`config.mk`:
```
export PLATFORM = sky130hd
export DESIGN_NAME = hcp_ctrl
export DESIGN_NICKNAME = d
export VERILOG_FILES = /design/src/design/hcp_pkg.sv /design/src/design/hcp_ctrl.sv
export SDC_FILE = /design/constraint.sdc
export NUM_CORES = 1
export LEC_CHECK = 0
export BUFFER_PORTS_ARGS = -buffer_cell sky130_fd_sc_hd__buf_2
export CORE_MARGIN = 2
export CORE_UTILIZATION = 47
export CTS_CLUSTER_DIAMETER = 120
export DETAILED_ROUTE_END_ITERATION = 8
export GPL_TIMING_DRIVEN = 0
export HOLD_SLACK_MARGIN = 0.15
export PLACE_DENSITY = 0.75
export RECOVER_POWER = 50
export SYNTH_ARGS = -nofsm -noshare
export SYNTH_HDL_FRONTEND = slang
export SYNTH_SLANG_ARGS = --single-unit
export TNS_END_PERCENT = 30
```
`constraint.sdc`:
```
create_clock -name clk -period 1.5 [get_ports clk]
set_input_delay 0.3 -clock clk [delete_from_list [all_inputs] [get_ports clk]]
set_output_delay 0.3 -clock clk [all_outputs]
set_load 0.02 [all_outputs]
```
`src/design/hcp_pkg.sv`:
```
// ----------------------------------------------------------------------------
// hcp_pkg: shared types and constants for the hypergraph core peeling block
// Store sizes, word formats, controller states and datapath status flags.
// ----------------------------------------------------------------------------
package hcp_pkg;

	localparam int MAX_NODES = 1024;
	localparam int MAX_EDGES = 1024;
	localparam int MAX_PINS  = 4096;

	localparam int NODE_W = $clog2(MAX_NODES);
	localparam int EDGE_W = $clog2(MAX_EDGES);
	localparam int PIN_W  = $clog2(MAX_PINS);
	localparam int PCNT_W = PIN_W + 1;
	localparam int ECNT_W = EDGE_W + 1;
	localparam int DEG_W  = 11;

	typedef enum logic [1:0] {
		CMD_ADD   = 2'd0,
		CMD_PEEL  = 2'd1,
		CMD_QUERY = 2'd2,
		CMD_CLEAR = 2'd3
	} cmd_t;

	typedef enum logic [1:0] {
		ST_OK     = 2'd0,
		ST_FULL   = 2'd1,
		ST_ABSENT = 2'd2,
		ST_PHASE  = 2'd3
	} sts_t;

	typedef struct packed {
		cmd_t              cmd;
		logic [NODE_W-1:0] node;
		logic              edge_end;
	} in_word_t;

	typedef struct packed {
		sts_t             status;
		logic [DEG_W-1:0] core;
		logic             node_present;
	} out_word_t;

	// per-node entry: current degree, presence, peeled mark
	typedef struct packed {
		logic [DEG_W-1:0] deg;
		logic             pres;
		logic             peeled;
	} node_ent_t;

	typedef enum logic [4:0] {
		S_SWEEP_RST,
		S_IDLE,
		S_DECODE,
		S_DUP_RD,
		S_DUP_CMP,
		S_ADD_WR,
		S_CLOSE,
		S_CL_RD,
		S_CL_NODE,
		S_CL_WR,
		S_SCAN_RD,
		S_SCAN_CMP,
		S_PICK,
		S_E_RD0,
		S_E_RD1,
		S_E_RD2,
		S_H_RD,
		S_H_CMP,
		S_H_DONE,
		S_D_RD,
		S_D_NODE,
		S_D_WR,
		S_Q_RD,
		S_Q_CHK,
		S_SWEEP_CLR,
		S_RESP
	} fsm_t;

	typedef struct packed {
		cmd_t cmd;
		logic peel_done;
		logic pins_full;
		logic last;
		logic ptr_end;
		logic idx_end;
		logic edge_end;
		logic hit;
		logic found;
		logic rem;
		logic close_ok;
		logic pres;
		logic out_free;
	} dp_stat_t;

endpackage

```
`src/design/hcp_ctrl.sv`:
```
// ----------------------------------------------------------------------------
// hcp_ctrl: sequencer for load, peel, query and clear
// Walks the datapath through scans of pins, nodes and edges.
// ----------------------------------------------------------------------------
module hcp_ctrl (
	input  logic              clk,
	input  logic              arst_n,
	input  logic              word_valid,
	input  hcp_pkg::dp_stat_t stat,
	output hcp_pkg::fsm_t     op,
	output logic              word_ready
);

	hcp_pkg::fsm_t state_q;
	hcp_pkg::fsm_t state_nxt;

	// state register
	always_ff @(posedge clk or negedge arst_n) begin
		if (!arst_n) begin
			state_q <= hcp_pkg::S_SWEEP_RST;
		end else begin
			state_q <= state_nxt;
		end
	end

	// next state
	always_comb begin
		state_nxt = state_q;
		case (state_q)
			hcp_pkg::S_SWEEP_RST: if (stat.idx_end) state_nxt = hcp_pkg::S_IDLE;
			hcp_pkg::S_IDLE:      if (word_valid) state_nxt = hcp_pkg::S_DECODE;
			hcp_pkg::S_DECODE: begin
				case (stat.cmd)
					hcp_pkg::CMD_ADD: begin
						if (stat.peel_done)
							state_nxt = hcp_pkg::S_RESP;
						else if (stat.pins_full)
							state_nxt = stat.last ? hcp_pkg::S_CLOSE : hcp_pkg::S_RESP;
						else
							state_nxt = hcp_pkg::S_DUP_RD;
					end
					hcp_pkg::CMD_PEEL:
						state_nxt = stat.peel_done ? hcp_pkg::S_RESP : hcp_pkg::S_SCAN_RD;
					hcp_pkg::CMD_QUERY:
						state_nxt = stat.peel_done ? hcp_pkg::S_Q_RD : hcp_pkg::S_RESP;
					default: state_nxt = hcp_pkg::S_SWEEP_CLR;
				endcase
			end
			hcp_pkg::S_DUP_RD:
				state_nxt = stat.ptr_end ? hcp_pkg::S_ADD_WR : hcp_pkg::S_DUP_CMP;
			hcp_pkg::S_DUP_CMP: state_nxt = hcp_pkg::S_DUP_RD;
			hcp_pkg::S_ADD_WR:
				state_nxt = stat.last ? hcp_pkg::S_CLOSE : hcp_pkg::S_RESP;
			hcp_pkg::S_CLOSE:
				state_nxt = stat.close_ok ? hcp_pkg::S_CL_RD : hcp_pkg::S_RESP;
			hcp_pkg::S_CL_RD:
				state_nxt = stat.ptr_end ? hcp_pkg::S_RESP : hcp_pkg::S_CL_NODE;
			hcp_pkg::S_CL_NODE:  state_nxt = hcp_pkg::S_CL_WR;
			hcp_pkg::S_CL_WR:    state_nxt = hcp_pkg::S_CL_RD;
			hcp_pkg::S_SCAN_RD:  state_nxt = hcp_pkg::S_SCAN_CMP;
			hcp_pkg::S_SCAN_CMP:
				state_nxt = stat.idx_end ? hcp_pkg::S_PICK : hcp_pkg::S_SCAN_RD;
			hcp_pkg::S_PICK:
				state_nxt = stat.found ? hcp_pkg::S_E_RD0 : hcp_pkg::S_RESP;
			hcp_pkg::S_E_RD0:
				state_nxt = stat.edge_end ? hcp_pkg::S_SCAN_RD : hcp_pkg::S_E_RD1;
			hcp_pkg::S_E_RD1:    state_nxt = hcp_pkg::S_E_RD2;
			hcp_pkg::S_E_RD2:
				state_nxt = stat.rem ? hcp_pkg::S_E_RD0 : hcp_pkg::S_H_RD;
			hcp_pkg::S_H_RD:
				state_nxt = stat.ptr_end ? hcp_pkg::S_H_DONE : hcp_pkg::S_H_CMP;
			hcp_pkg::S_H_CMP:    state_nxt = hcp_pkg::S_H_RD;
			hcp_pkg::S_H_DONE:
				state_nxt = stat.hit ? hcp_pkg::S_D_RD : hcp_pkg::S_E_RD0;
			hcp_pkg::S_D_RD:
				state_nxt = stat.ptr_end ? hcp_pkg::S_E_RD0 : hcp_pkg::S_D_NODE;
			hcp_pkg::S_D_NODE:   state_nxt = hcp_pkg::S_D_WR;
			hcp_pkg::S_D_WR:     state_nxt = hcp_pkg::S_D_RD;
			hcp_pkg::S_Q_RD:     state_nxt = hcp_pkg::S_Q_CHK;
			hcp_pkg::S_Q_CHK:    state_nxt = hcp_pkg::S_RESP;
			hcp_pkg::S_SWEEP_CLR: if (stat.idx_end) state_nxt = hcp_pkg::S_RESP;
			hcp_pkg::S_RESP:     if (stat.out_free) state_nxt = hcp_pkg::S_IDLE;
			default:             state_nxt = hcp_pkg::S_IDLE;
		endcase
	end

	// outputs
	always_comb begin
		op         = state_q;
		word_ready = (state_q == hcp_pkg::S_IDLE);
	end

endmodule

```
==> flow_summary.json <==
{
  "antenna_found_initial": 0,
  "maxSlewViolCount": 0,
  "crit_type": "reg2reg",
  "synth_top_cell_by_area": "dfrtp_1",
  "clock_path_buffers": 2,
  "final_cell_area_um2": 1294,
  "setup_viol": 5,
  "ant_nets": 0,
  "drv_cap": 0,
  "fmax_mhz": 617.3,
  "synth_cell_types": 46,
  "ys_warn_count": 0,
  "max_stage_delay_ns": 0.44,
  "async_reset_ff_share_pct": 100.0,
  "peakVddDrop_mv": 1.143,
  "fillers": 132,
  "dr.pass1.iters": 4,
  "grt_pass1_vias": 1055,
  "ys_top_cells_by_area": "dfrtp_1 14%, nand2b_1 6.5%, nand2_1 5.6%",
  "core_um2": 1727,
  "synth_top_area_share_pct": 14.47,
  "die_x_um": 46.89,
  "cts.sinks": 5,
  "cp_slowest_cell": "dfrtp_2",
  "via_per_inst": 6.382,
  "avgRoutedWirePerCell_um": 16.74,
  "worst_slack_ns": -0.1199,
  "crit_buf_inv": 2,
  "finalCritPeriodShare_pct": 108.0,
  "period_minus_slack_ns": 1.620,
  "die_y_um": 46.89,
  "die_area_um2": 2199,
  "drtIter0Drc": 61,
  "cp_data_required_time_ns": 1.60,
  "ys_seq_elements": 5,
  "worstRegToRegCells": 6,
  "grt_usage_pct": 29.79,
  "start_util_pct": 50.07,
  "worstSetupStartpointType": "flop",
  "clockRootBuffer": "clkbuf_4",
  "syn-num-nets": 143,
  "ios": 23,
  "hold_slack_ns": 0.4181,
  "wirelength_um": 3113,
  "syn_avg_cell_area_um2": 6.862,
  "area_growth_pct": 49.64,
  "globalRouteOverflowTotal": 0,
  "min_from": "stat[7]",
  "h-tree-depth": 1,
  "netlist_area_um2": 864.6,
  "synth_edf_count": 0,
  "dpl-instance-area_um2": 1013,
  "min_to": "op[0]",
  "syn_inst": 126,
  "row_count": 15,
  "hold_path_depth": 3,
  "violations": "setup timing",
  "grt_setup_unrepaired": "true",
  "max_slew_margin_pct": 78.62,
  "p_leak_uw": 0.0005382,
  "vias": 1187,
  "gp_congestion": 0.9988,
  "grt_pass1_wl_um": 4616,
  "dp_hpwl_um": 1990,
  "hold_path_class": "in2reg",
  "critPathTopFamily": "simple AND/OR/NAND/NOR gates",
  "cts.clk_slew.worst_paths_ns": 0.04,
  "grt_start_max_net_pins": 11,
  "largest_reg_flops": 5,
  "clock_skew_ns": 0.0009932,
  "drc_errors": 0,
  "endpoint_kind": "flop",
  "insertion_delay_ns": 0.24,
  "yosysSeqAreaShare_pct": 14.47,
  "critPathMaxFanout": 10,
  "powerDensity_nw_per_um2": 2011,
  "reg2reg_slack_ns": -0.12,
  "rr_endpoint": "op[2]",
  "fin_nets": 179,
  "antenna_cells": 0,
  "layout-drive-gt1-share_pct": 45.34,
  "hold_viol_final": 0,
  "worst_pin_slew_ns": 0.3177,
  "ys.flop_type": "dfrtp_1",
  "crit_chain": "buf_6 > inv_1 > nor3_2 > a21oi_2 > o21ai_0 > or3_1",
  "cts_tree": "yes",
  "io_buffers": 21,
  "worstPathArrival_ns": 1.72,
  "status": "finished with violations",
  "cts_buffers": 3,
  "worstReg2RegStart": "op[0]"
}
==> worst max-delay path by stage <==
stage / from / endpoint / slack, ns / cells after the start
after floorplan: op[4] / op[0] / -0.006 / 5
after global placement: op[1] / op[0] / -0.18 / 6
after detailed placement: op[1] / op[0] / -0.20 / 6
after CTS: op[4] / op[1] / -0.04 / 6
after global routing: op[1] / op[1] / -0.13 / 6
final: op[0] / op[2] / -0.12 / 6
==> per-layer routing <==
metal	global-route usage (%)	routed length (um)	up-vias
li1	-	-	545
met1	36.64	1272	549
met2	51.23	1486	86
met3	8.462	310	7
met4	7.222	44	0
met5	0	0	-
==> placed cells by master, fill, tap and decap left out, drive strengths merged, types with 2 or more instances in the layout <==
master	n
nor4	3
nand3b	2
a31oi	4
nor2	11
o21ai	5
nand3	8
and2	2
o22ai	3
a2111oi	3
dfrtp	5
a211oi	2
nand2	13
buf	39
inv	8
and4b	2
and3	2
clkbuf	5
a21oi	6
nor2b	3
nor3b	2
a211o	2
nor3	4
nand2b	10
==> timing repair <==
action / 4_1_cts / 5_1_grt
endpoints found under the hold margin: 5 / 0
gates cloned: 1 / 0
buffers inserted: 8 / 1
hold buffers: 1 / 0
setup endpoints to repair: 6 / 6
pin swaps: 13 / 0
resized for setup: 27 / 16
==> where the power goes <==
part	internal (uW)	total, uW	switching (uW)
combinational	947	2130	1180
clock	100	153	52.8
sequential	215	321	107
==> per-stage QoR <==
step / instances / TNS, ns / total power, uW / worst slack [ns] / util [%]
3_3_place_gp: 172 / -0.4469 / 1806 / -0.1773 / 58.70
6_report: 186 / -0.2830 / 2601 / -0.1199 / 74.93
3_5_place_dp: 172 / -0.5307 / 1832 / -0.1971 / 58.70
4_1_cts: 185 / -0.1193 / 2361 / -0.03700 / 70.58
2_1_floorplan: 126 / -0.007779 / 1458 / -0.005620 / -
5_1_grt: 186 / -0.5007 / 2750 / -0.1328 / 74.93
==> logic make-up after synthesis <==
kind of cell / share of synthesized area [%]
and+or+nand+nor: 42.69
buffers and inverters: 10.56
AOI/OAI and AO/OA: 31.12
DFF: 14.47
muxes: 1.158
==> tightest hold or removal path: cells and delay by family <==
kind / cells / cell delay, ns
AOI/OAI and AO/OA: 1 / 0.14
buffers and inverters: 1 / 0.11
and+or+nand+nor: 1 / 0.07
==> cell usage after synthesis, types with 2 or more instances <==
| cell | count |
|---|---|
| nand2b_1 | 9 |
| nand3_1 | 8 |
| a211oi_1 | 2 |
| nor4_1 | 3 |
| a21oi_1 | 6 |
| a211o_1 | 2 |
| inv_1 | 7 |
| nand2_1 | 13 |
| o21ai_0 | 4 |
| nor2b_1 | 3 |
| dfrtp_1 | 5 |
| nor2_1 | 9 |
| nor2_2 | 2 |
| nor3b_1 | 2 |
| nor3_1 | 4 |
| and3_1 | 2 |
| a31oi_1 | 4 |
| nand3b_1 | 2 |
| and2_1 | 2 |
| o22ai_1 | 3 |
| buf_2 | 7 |
| and4b_1 | 2 |
| buf_4 | 2 |
==> layout make-up <==
class | instances | area, um2 | share of cell area, %
plain buffers | 9 | 95.09 | 7.350
clock buffers | 4 | 26.28 | 2.031
inverters | 8 | 30.03 | 2.321
multi-input cells | 103 | 780.7 | 60.35
flip-flops and latches | 5 | 131.4 | 10.15
well taps | 25 | 31.28 | 2.418
repair buffers | 32 | 198.9 | 15.38
Note: power is estimated with default switching activity, not from simulation.
